### src/sv/x2apic_pkg.sv
`timescale 1ns / 1ps
`default_nettype none

package x2apic_pkg;

  // msr numbers
  localparam logic [31:0] MSR_APIC_FIRST = 32'h0000_0802;
  localparam logic [31:0] MSR_APIC_END   = 32'h0000_083F;
  localparam logic [31:0] MSR_ICR        = 32'h0000_0830;
  localparam logic [31:0] MSR_TIMER_LVT  = 32'h0000_0832;
  localparam logic [31:0] MSR_INIT_COUNT = 32'h0000_0838;
  localparam logic [31:0] MSR_DIVIDE     = 32'h0000_083E;
  localparam logic [31:0] MSR_POWER_UNIT = 32'h0000_0606;
  localparam logic [31:0] DEST_ALL_ONES  = 32'hFFFF_FFFF;

  // register file offsets (window offsets all sit below 0x40)
  localparam int          OFF_W          = 6;
  localparam logic [5:0]  OFF_ICR_LO     = 6'h30;
  localparam logic [5:0]  OFF_ICR_HI     = 6'h31;
  localparam logic [5:0]  OFF_LVT        = 6'h32;
  localparam logic [5:0]  OFF_INIT       = 6'h38;
  localparam logic [5:0]  OFF_CUR        = 6'h39;
  localparam logic [5:0]  OFF_DIV        = 6'h3E;

  // icr fields
  localparam logic [2:0]  MODE_FIXED     = 3'd0;
  localparam logic [2:0]  MODE_INIT      = 3'd5;
  localparam logic [1:0]  SH_NONE        = 2'd0;
  localparam logic [1:0]  SH_SELF        = 2'd1;
  localparam logic [1:0]  SH_ALL_INCL    = 2'd2;
  localparam logic [1:0]  SH_ALL_EXCL    = 2'd3;

  // configuration register indexes
  localparam logic        CFG_CORE_COUNT = 1'b0;
  localparam logic        CFG_OWN_CORE   = 1'b1;

  localparam logic        CMD_READ       = 1'b0;
  localparam logic        CMD_WRITE      = 1'b1;
  localparam logic        KIND_DONE      = 1'b0;
  localparam logic        KIND_IRQ       = 1'b1;

  typedef enum logic [2:0] {
    ST_IDLE,
    ST_EXEC,
    ST_ICR_HI,
    ST_DELIV,
    ST_TCUR,
    ST_CMPL
  } state_e;

  // timer view handed to the sequencer
  typedef struct packed {
    logic        armed;
    logic [31:0] period;
    logic [31:0] count;
  } timer_status_t;

  // one result word
  typedef struct packed {
    logic        kind;
    logic [31:0] read_low;
    logic [31:0] read_high;
    logic        status;
    logic [3:0]  target_core;
    logic [7:0]  irq_vector;
    logic        timer_update;
    logic        timer_armed;
    logic [31:0] timer_period;
    logic        last;
  } out_word_t;

endpackage

`default_nettype wire

### src/sv/x2apic_timer.sv
`timescale 1ns / 1ps
`default_nettype none

module x2apic_timer (
  input  logic                     clk_i,
  input  logic                     rst_ni,
  input  logic                     wr_i,
  input  logic [5:0]               off_i,
  input  logic [31:0]              data_i,
  output x2apic_pkg::timer_status_t status_o
);
  import x2apic_pkg::*;

  logic [7:0]  vec_q;
  logic [31:0] init_q;
  logic [2:0]  div_q;
  logic [2:0]  shift;

  // copies of the lvt vector, initial count and divide fields
  always_ff @(posedge clk_i or negedge rst_ni) begin
    if (!rst_ni) begin
      vec_q  <= '0;
      init_q <= '0;
      div_q  <= '0;
    end else if (wr_i) begin
      if (off_i == OFF_LVT)  vec_q  <= data_i[7:0];
      if (off_i == OFF_INIT) init_q <= data_i;
      if (off_i == OFF_DIV)  div_q  <= {data_i[3], data_i[1:0]};
    end
  end

  // divide shift wraps at eight
  assign shift = div_q + 3'd1;

  always_comb begin
    status_o.armed  = (vec_q != '0) && (init_q != '0);
    status_o.period = status_o.armed ? (init_q << shift) : '0;
    status_o.count  = init_q;
  end

endmodule

`default_nettype wire

### src/sv/x2apic_msr_register_block.sv
`timescale 1ns / 1ps
`default_nettype none

// The register file is read at the accepting edge; a read's completion word is then
// registered from ST_EXEC once the output register is free. One access at a time:
// an icr write stores its halves in ST_EXEC and ST_ICR_HI and, in fixed mode,
// emits deliveries in ST_DELIV; a broadcast scans each core slot below the count.
// The register file has one write port, so the two icr halves go in separate states.
// Reset: the 64 per-entry valid bits clear at once, no clearing pass is needed.
module x2apic_msr_register_block #(
  parameter int MAX_CORES = 16
) (
  input  logic        clk_i,
  input  logic        rst_ni,
  input  logic        cfg_we_i,
  input  logic        cfg_index_i,
  input  logic [4:0]  cfg_data_i,
  input  logic        in_valid_i,
  output logic        in_stall_o,
  input  logic        in_cmd_i,
  input  logic [31:0] in_msr_address_i,
  input  logic [31:0] in_write_low_i,
  input  logic [31:0] in_write_high_i,
  output logic        out_valid_o,
  input  logic        out_stall_i,
  output logic        out_kind_o,
  output logic [31:0] out_read_low_o,
  output logic [31:0] out_read_high_o,
  output logic        out_status_o,
  output logic [3:0]  out_target_core_o,
  output logic [7:0]  out_irq_vector_o,
  output logic        out_timer_update_o,
  output logic        out_timer_armed_o,
  output logic [31:0] out_timer_period_o,
  output logic        out_last_o
);
  import x2apic_pkg::*;

  localparam int          CapCores = (MAX_CORES < 16) ? MAX_CORES : 16;
  localparam logic [4:0]  CORE_CAP = 5'(CapCores);
  localparam int          Depth    = 1 << OFF_W;

  // configuration
  logic [4:0] core_count_q;
  logic [3:0] own_core_q;
  logic [4:0] eff_cnt;

  always_ff @(posedge clk_i or negedge rst_ni) begin
    if (!rst_ni) begin
      core_count_q <= 5'd16;
      own_core_q   <= '0;
    end else if (cfg_we_i) begin
      unique case (cfg_index_i)
        CFG_CORE_COUNT: core_count_q <= cfg_data_i;
        CFG_OWN_CORE:   own_core_q   <= cfg_data_i[3:0];
        default:        ;
      endcase
    end
  end

  assign eff_cnt = (core_count_q > CORE_CAP) ? CORE_CAP : core_count_q;

  // sequencer state
  state_e      state_q, state_d;
  logic        cmd_q;
  logic [31:0] addr_q, lo_q, hi_q;
  logic [4:0]  idx_q, idx_d;
  logic        st_q, st_d;
  logic        in_accept;

  assign in_stall_o = (state_q != ST_IDLE);
  assign in_accept  = in_valid_i && !in_stall_o;

  always_ff @(posedge clk_i) begin
    if (in_accept) begin
      cmd_q  <= in_cmd_i;
      addr_q <= in_msr_address_i;
      lo_q   <= in_write_low_i;
      hi_q   <= in_write_high_i;
    end
  end

  // register file with per-entry valid bits, two registered read ports
  logic [31:0]      mem [Depth];
  logic [Depth-1:0] vld_q;
  logic [31:0]      rd_a_q, rd_b_q;
  logic             rd_a_vld_q, rd_b_vld_q;
  logic             mem_we;
  logic [OFF_W-1:0] mem_addr;
  logic [31:0]      mem_wdata;
  logic [OFF_W-1:0] rd_addr;

  assign rd_addr = in_msr_address_i[OFF_W-1:0];

  always_ff @(posedge clk_i) begin
    if (mem_we) mem[mem_addr] <= mem_wdata;
    if (in_accept) begin
      rd_a_q <= mem[rd_addr];
      rd_b_q <= mem[OFF_ICR_HI];
    end
  end

  always_ff @(posedge clk_i or negedge rst_ni) begin
    if (!rst_ni) begin
      vld_q      <= '0;
      rd_a_vld_q <= 1'b0;
      rd_b_vld_q <= 1'b0;
    end else begin
      if (mem_we) vld_q[mem_addr] <= 1'b1;
      if (in_accept) begin
        rd_a_vld_q <= vld_q[rd_addr];
        rd_b_vld_q <= vld_q[OFF_ICR_HI];
      end
    end
  end

  // timer shadow
  logic          tmr_we;
  timer_status_t tmr;

  x2apic_timer u_timer (
    .clk_i    (clk_i),
    .rst_ni   (rst_ni),
    .wr_i     (tmr_we),
    .off_i    (addr_q[OFF_W-1:0]),
    .data_i   (lo_q),
    .status_o (tmr)
  );

  // access decode
  logic       in_window, is_icr, is_timer, icr_bad;
  logic       dst_ones, all_dst, self_dst;
  logic [1:0] sh;
  logic [2:0] mode;

  assign in_window = (addr_q >= MSR_APIC_FIRST) && (addr_q < MSR_APIC_END);
  assign is_icr    = (addr_q == MSR_ICR);
  assign is_timer  = (addr_q == MSR_TIMER_LVT) || (addr_q == MSR_INIT_COUNT) ||
                     (addr_q == MSR_DIVIDE);
  assign sh        = lo_q[19:18];
  assign mode      = lo_q[10:8];
  assign dst_ones  = (hi_q == DEST_ALL_ONES);
  assign all_dst   = (sh == SH_ALL_INCL) || (sh == SH_ALL_EXCL) || dst_ones;
  assign self_dst  = (sh == SH_SELF) || (sh == SH_ALL_INCL) || dst_ones;
  assign icr_bad   = lo_q[11] ||
                     ((hi_q >= {27'd0, eff_cnt}) && !(self_dst && all_dst));

  // output register
  out_word_t out_q, out_d;
  logic      out_valid_q;
  logic      out_free, out_load;

  assign out_free = !out_valid_q || !out_stall_i;

  always_ff @(posedge clk_i or negedge rst_ni) begin
    if (!rst_ni) begin
      out_valid_q <= 1'b0;
    end else if (out_load) begin
      out_valid_q <= 1'b1;
    end else if (!out_stall_i) begin
      out_valid_q <= 1'b0;
    end
  end

  always_ff @(posedge clk_i) begin
    if (out_load) out_q <= out_d;
  end

  // next state, memory writes and result words
  always_comb begin
    state_d   = state_q;
    idx_d     = idx_q;
    st_d      = st_q;
    mem_we    = 1'b0;
    mem_addr  = addr_q[OFF_W-1:0];
    mem_wdata = lo_q;
    tmr_we    = 1'b0;
    out_load  = 1'b0;
    out_d     = '0;
    out_d.last = 1'b1;
    unique case (state_q)
      ST_IDLE: begin
        if (in_accept) state_d = ST_EXEC;
      end
      ST_EXEC: begin
        st_d = 1'b0;
        if (in_window && cmd_q == CMD_READ) begin
          // read completion straight from the registered read data
          out_d.read_low  = rd_a_vld_q ? rd_a_q : '0;
          out_d.read_high = (is_icr && rd_b_vld_q) ? rd_b_q : '0;
          if (out_free) begin
            out_load = 1'b1;
            state_d  = ST_IDLE;
          end
        end else if (in_window && is_icr) begin
          if (icr_bad) begin
            st_d    = 1'b1;
            state_d = ST_CMPL;
          end else begin
            mem_we   = 1'b1;
            mem_addr = OFF_ICR_LO;
            state_d  = ST_ICR_HI;
          end
        end else if (in_window && is_timer) begin
          mem_we  = 1'b1;
          tmr_we  = 1'b1;
          state_d = ST_TCUR;
        end else if (in_window) begin
          mem_we  = 1'b1;
          state_d = ST_CMPL;
        end else begin
          st_d    = !((addr_q == MSR_POWER_UNIT) && cmd_q == CMD_READ);
          state_d = ST_CMPL;
        end
      end
      ST_ICR_HI: begin
        mem_we    = 1'b1;
        mem_addr  = OFF_ICR_HI;
        mem_wdata = hi_q;
        idx_d     = '0;
        state_d   = (mode == MODE_FIXED) ? ST_DELIV : ST_CMPL;
      end
      ST_DELIV: begin
        out_d.kind       = KIND_IRQ;
        out_d.last       = 1'b0;
        out_d.irq_vector = lo_q[7:0];
        if (all_dst) begin
          // scan every core slot, skipping self when excluded
          out_d.target_core = idx_q[3:0];
          if (idx_q >= eff_cnt) begin
            state_d = ST_CMPL;
          end else if (idx_q == {1'b0, own_core_q} && !self_dst) begin
            idx_d = idx_q + 5'd1;
          end else if (out_free) begin
            out_load = 1'b1;
            idx_d    = idx_q + 5'd1;
          end
        end else begin
          out_d.target_core = self_dst ? own_core_q : hi_q[3:0];
          if (out_free) begin
            out_load = 1'b1;
            state_d  = ST_CMPL;
          end
        end
      end
      ST_TCUR: begin
        // current count follows the initial count
        mem_we             = 1'b1;
        mem_addr           = OFF_CUR;
        mem_wdata          = tmr.count;
        out_d.timer_update = 1'b1;
        out_d.timer_armed  = tmr.armed;
        out_d.timer_period = tmr.period;
        if (out_free) begin
          out_load = 1'b1;
          state_d  = ST_IDLE;
        end
      end
      ST_CMPL: begin
        out_d.status = st_q;
        if (out_free) begin
          out_load = 1'b1;
          state_d  = ST_IDLE;
        end
      end
      default: state_d = ST_IDLE;
    endcase
  end

  always_ff @(posedge clk_i or negedge rst_ni) begin
    if (!rst_ni) begin
      state_q <= ST_IDLE;
      idx_q   <= '0;
      st_q    <= 1'b0;
    end else begin
      state_q <= state_d;
      idx_q   <= idx_d;
      st_q    <= st_d;
    end
  end

  // ports
  assign out_valid_o        = out_valid_q;
  assign out_kind_o         = out_q.kind;
  assign out_read_low_o     = out_q.read_low;
  assign out_read_high_o    = out_q.read_high;
  assign out_status_o       = out_q.status;
  assign out_target_core_o  = out_q.target_core;
  assign out_irq_vector_o   = out_q.irq_vector;
  assign out_timer_update_o = out_q.timer_update;
  assign out_timer_armed_o  = out_q.timer_armed;
  assign out_timer_period_o = out_q.timer_period;
  assign out_last_o         = out_q.last;

`ifndef SYNTHESIS
  // an accepted word is always decoded in the following cycle
  assert property (@(posedge clk_i) disable iff (!rst_ni)
    in_accept |=> state_q == ST_EXEC)
    else $error("accepted word not decoded next cycle");

  // the register file is never written while a new word may be read
  assert property (@(posedge clk_i) disable iff (!rst_ni)
    mem_we |-> state_q != ST_IDLE)
    else $error("register file written while idle");

  // a held result word is never overwritten
  assert property (@(posedge clk_i) disable iff (!rst_ni)
    out_load |-> !(out_valid_q && out_stall_i))
    else $error("stalled result word overwritten");

  // the broadcast scan never runs past the core count
  assert property (@(posedge clk_i) disable iff (!rst_ni)
    (state_q == ST_DELIV && all_dst) |-> idx_q <= eff_cnt)
    else $error("broadcast index beyond core count");
`endif

endmodule

`default_nettype wire
### config.mk
export PLATFORM = sky130hd
export DESIGN_NAME = x2apic_msr_register_block
export DESIGN_NICKNAME = d
export VERILOG_FILES = /design/src/sv/x2apic_pkg.sv /design/src/sv/x2apic_timer.sv /design/src/sv/x2apic_msr_register_block.sv
export SDC_FILE = /design/constraint.sdc
export NUM_CORES = 2
export LEC_CHECK = 0
export BUFFER_PORTS_ARGS = -buffer_cell sky130_fd_sc_hd__clkbuf_2
export CORE_ASPECT_RATIO = 0.7
export CORE_UTILIZATION = 46
export DETAILED_ROUTE_END_ITERATION = 16
export GPL_TIMING_DRIVEN = 0
export PLACE_DENSITY = 0.73
export SYNTH_ARGS = -nofsm -noshare
export SYNTH_HDL_FRONTEND = slang
export SYNTH_SLANG_ARGS = --single-unit
### constraint.sdc
create_clock -name clk_i -period 6.3 [get_ports clk_i]
set_clock_uncertainty 0.05 [all_clocks]
set_input_delay 0.315 -clock clk_i [delete_from_list [all_inputs] [get_ports clk_i]]
set_output_delay 0.315 -clock clk_i [all_outputs]
set_load 0.005 [all_outputs]
==> results <==
- The flow ran to the end, and the final reports show no timing, DRC or antenna violations.
- The total iterations of the first detailed-routing run is 6.
- The area growth from synthesis to layout is 16.15%.
- STA puts the critical path data arrival time at 5.40 ns.
- Power spread over the standard cell area amounts to 340.4 mW/mm2.
- Synthesis produced a netlist whose cell count is 4194.
- After the last flow step, the layout net total stands at 5063.
- The floorplan step set the die height to 381.3 um.
- Fill cells in the final layout number 14920.
- For the worst setup path, the data required time is 6.84 ns.
- In the final timing run, aggregate negative setup slack is 0 ns.
- The worst IR drop on VDD is 0.0002823 V.
- The commonest non-fill, non-tap cell in the layout is sky130_fd_sc_hd__edfxtp_1.
- Of the total power, the clock network draws 0.340.
- The library cell occupying the most area in the post-synthesis netlist is sky130_fd_sc_hd__edfxtp_1.
- The reported max-cap violation count is 0.
- During synthesis, Yosys emitted a total of 0 warnings.
- The region available for standard cell placement spans 0.2032 mm2.
- In this run the power spent charging and discharging nets is 9.497 mW.
- The capture point of the worst reg-to-reg path is mem[19][28].
- After clock tree synthesis, the clock-pin slew on the worst setup and hold paths is 0.07 ns.
- The via total after detailed routing is 49200.
- The number of violations reported at the end of detailed-routing iteration 0 is 8068.
- The clock passes through at most 4 buffers.
- The minimum period implied by the final worst setup slack is 4.859 ns.
- The proportion of synthesized chip area in sequential cells is 0.7714.
- The timing endpoint of the critical path is rd_a_q[2].
- The max-slew violation total from the final report is 0.
- Buffers inserted during clock tree synthesis total 218.
- The total of cells resized after clock tree synthesis is 0.
- For this run, design rule violations remaining after detail routing come to 0.
- The final routed wire length divided by cell count is 33.04 um.
- The first global-routing pass estimated 363400 um of wire.
- In the final layout, the share of cells above drive strength 1 is 0.2965.
- The ratio of routed vias to standard cells is 6.275.
- The total overflow left after global routing is 0.
- The logic gate share of total power is 0.119.
- The critical path is of the input port to flop type.
- Headroom to the max-slew limit came out at 0.04063.
- The clock net in this run drives a total of 2450 sinks.
- The switching share of total power is 0.2541.
- The insertion delay to the later sink of the worst-skew pair is 0.88 ns.
- STA classifies the critical path startpoint as an input port.
- For this design the top-level I/O count stands at 223.
- The cell sitting at the root of the clock tree is a sky130_fd_sc_hd__clkbuf_16.
- The initial antenna violation count is 6.
- The top cell types in the final layout, fill and taps aside, are 2322 x sky130_fd_sc_hd__edfxtp_1, 680 x sky130_fd_sc_hd__mux4_2, 224 x sky130_fd_sc_hd__clkbuf_2.
- At the placement stage, the worst setup path has a slack of 1.411 ns.
- The total internal power is 27.88 mW.
- The overall routing resource usage is 0.2505.
- The floorplan step set the die width to 543.9 um.
- The area enclosed by the die boundary is 0.2074 mm2.
- The depth of the CTS H-tree is 4.
- The post-synthesis area per instance is 22.54 um2.
- The netlist uses 65 different library cells.
- The TritonCTS clock tree is done.
- The worst-margin pin slew is 1.439 ns.
- The type of the worst min-delay path is input port to async pin.
- Ranked by total cell area, the synthesized netlist is headed by sky130_fd_sc_hd__edfxtp_1 74%, sky130_fd_sc_hd__mux4_2 16%, sky130_fd_sc_hd__dfrtp_1 3.4%.
- Synthesis inferred 2450 register bits.
- The async set-or-reset flop fraction in the synthesized netlist is 0.05224.
- The total wirelength of the detailed-routed design is 259100 um.
- The number of nets still failing antenna checks after routing is 0.
- The netlist area before placement is 0.09454 mm2.
- The placed wire-length estimate is 172100 um.
- STA classifies the critical path endpoint as a flop.
- In this run the critical register-to-register path is launched from addr_q[18].
- The placement row count is 138.
- The critical path starts at in_msr_address_i[0].
- The logic depth of the worst register-to-register path is 9.
- Of the available clock period, the critical path in the final layout requires 0.7712.
- The number of global-route vias before repair came to 48200.
- The number of I/O port buffers is 222.
- Setup violations remaining at the end of the flow were counted as 0.
- The leakage dissipation is 35.62 nW.
- Counting flops with a built-in enable in the synthesized netlist gives 2322.
- The share of Yosys cell area claimed by the top area cell type is 0.7375.
- The maximum fanout count along the critical path is 10.
- In this run the register-to-register setup slack is 1.93 ns.
- Of the total power, registers draw 0.541.
- The worst-case setup margin in the final layout is 1.441 ns.
- The global placement routability congestion is 0.9529.
- Measured on the finished design, the core utilization comes to 0.5403.
- The initial core utilization is 0.4652.
- Entering global routing, the biggest net connects 113 pins.
- The final number of hold-violating endpoints was 0.
- The flip-flop cell with the highest count after synthesis is sky130_fd_sc_hd__edfxtp_1.
- The overall power consumption is 37.38 mW.
- Setup repair after global routing left no endpoint under its margin.
- The fmax is 205.8 MHz.
-- layout make-up --
class | count | area (um2) | share of cell area
timing repair buffer | 432 | 4358 | 0.03969
inverter | 14 | 60.06 | 0.0005469
clock buffer | 265 | 5684 | 0.05177
clock inverter | 124 | 893.4 | 0.008136
tap | 2730 | 3416 | 0.03111
multi-input combinational | 1592 | 21470 | 0.1955
buffer | 233 | 992.2 | 0.009036
sequential | 2450 | 72930 | 0.6642
antenna | 1 | 2.502 | 0.00002279
-- power by group through the flow --
stage	Sequential [mW]	Combinational, mW	Clock (mW)
after CTS	20.2	4.35	12.8
after global routing	20.3	4.63	13.4
final	20.2	4.45	12.7
after detailed placement	20.5	4.27	0
after floorplan	20.5	1.94	0
after global placement	20.9	3.64	0
-- state kept, by name, summed over array words and instances (netlist names), 32 cells and up --
name and count:
hi_q 32, rd_a_q 32, u_timer.init_q 32, addr_q 32
rd_b_q 32, mem 2048, lo_q 32, out_read_low_o 32
out_read_high_o 32, out_timer_period_o 32, vld_q 64
-- how the worst min path moves through the flow --
stage / from / endpoint / depth (start not counted)
floorplan: rst_ni / core_count_q[0] / 0
global placement: mem[49][16] / rd_b_q[16] / 0
detailed placement: rst_ni / vld_q[15] / 1
CTS: rst_ni / vld_q[12] / 3
global route: rst_ni / vld_q[12] / 3
finish: rst_ni / vld_q[12] / 3
-- metrics by stage --
step	cell area, um2	std cells	hold slack [ns]
2_1_floorplan	94900	4289	-0.03059
4_1_cts	109800	7840	0.04639
6_report	109800	7841	0.01546
3_3_place_gp	99420	7241	0.3823
5_1_grt	109800	7840	0.07749
3_5_place_dp	102100	7338	0.1518
-- routing by layer --
metal	vias up	share of wire	global-route usage
met5	-	0.00017	0
met3	491	0.15	0.08841
met2	3696	0.43	0.3532
met4	6	0.033	0.07507
met1	25900	0.38	0.3672
li1	19100	-	-
-- critical path, cell delays in order --
cell and delay (ns):
sky130_fd_sc_hd__dlygate4sd3_1 0.54, sky130_fd_sc_hd__clkbuf_2 0.14, sky130_fd_sc_hd__clkbuf_1 0.38, sky130_fd_sc_hd__buf_2 0.43, sky130_fd_sc_hd__clkbuf_1 1.09, sky130_fd_sc_hd__buf_2 0.66, sky130_fd_sc_hd__mux4_2 0.57, sky130_fd_sc_hd__mux4_2 0.61
sky130_fd_sc_hd__a22oi_1 0.48, sky130_fd_sc_hd__nand2_1 0.15
-- cell usage after synthesis, types with 26 or more instances --
cell type and instances:
sky130_fd_sc_hd__edfxtp_1 2322, sky130_fd_sc_hd__mux4_2 680, sky130_fd_sc_hd__nand2_1 168, sky130_fd_sc_hd__clkbuf_1 127, sky130_fd_sc_hd__dfrtp_1 127, sky130_fd_sc_hd__nor2_1 86
sky130_fd_sc_hd__a22oi_1 77, sky130_fd_sc_hd__buf_2 61, sky130_fd_sc_hd__a21oi_1 47, sky130_fd_sc_hd__o21bai_1 47, sky130_fd_sc_hd__and2_1 41, sky130_fd_sc_hd__buf_1 40
sky130_fd_sc_hd__and3_1 36, sky130_fd_sc_hd__mux2_2 31, sky130_fd_sc_hd__mux2_1 30, sky130_fd_sc_hd__mux2i_1 26, sky130_fd_sc_hd__nor4_1 26
-- timing repair --
item	4_1_cts	5_1_grt
setup buffers	0	0
hold buffers	113	0
hold endpoints to repair	236	0
-- kinds of logic after synthesis --
family	Yosys count	synth area share
xor+xnor	7	0.0006485
buf+inv	247	0.01101
fa+ha+maj	14	0.001853
flops	2450	0.7714
other cells	1	0.00003967
compound gates	244	0.01836
mux	767	0.1720
simple gates	464	0.02466
Note: power is estimated with default switching activity, not from simulation.
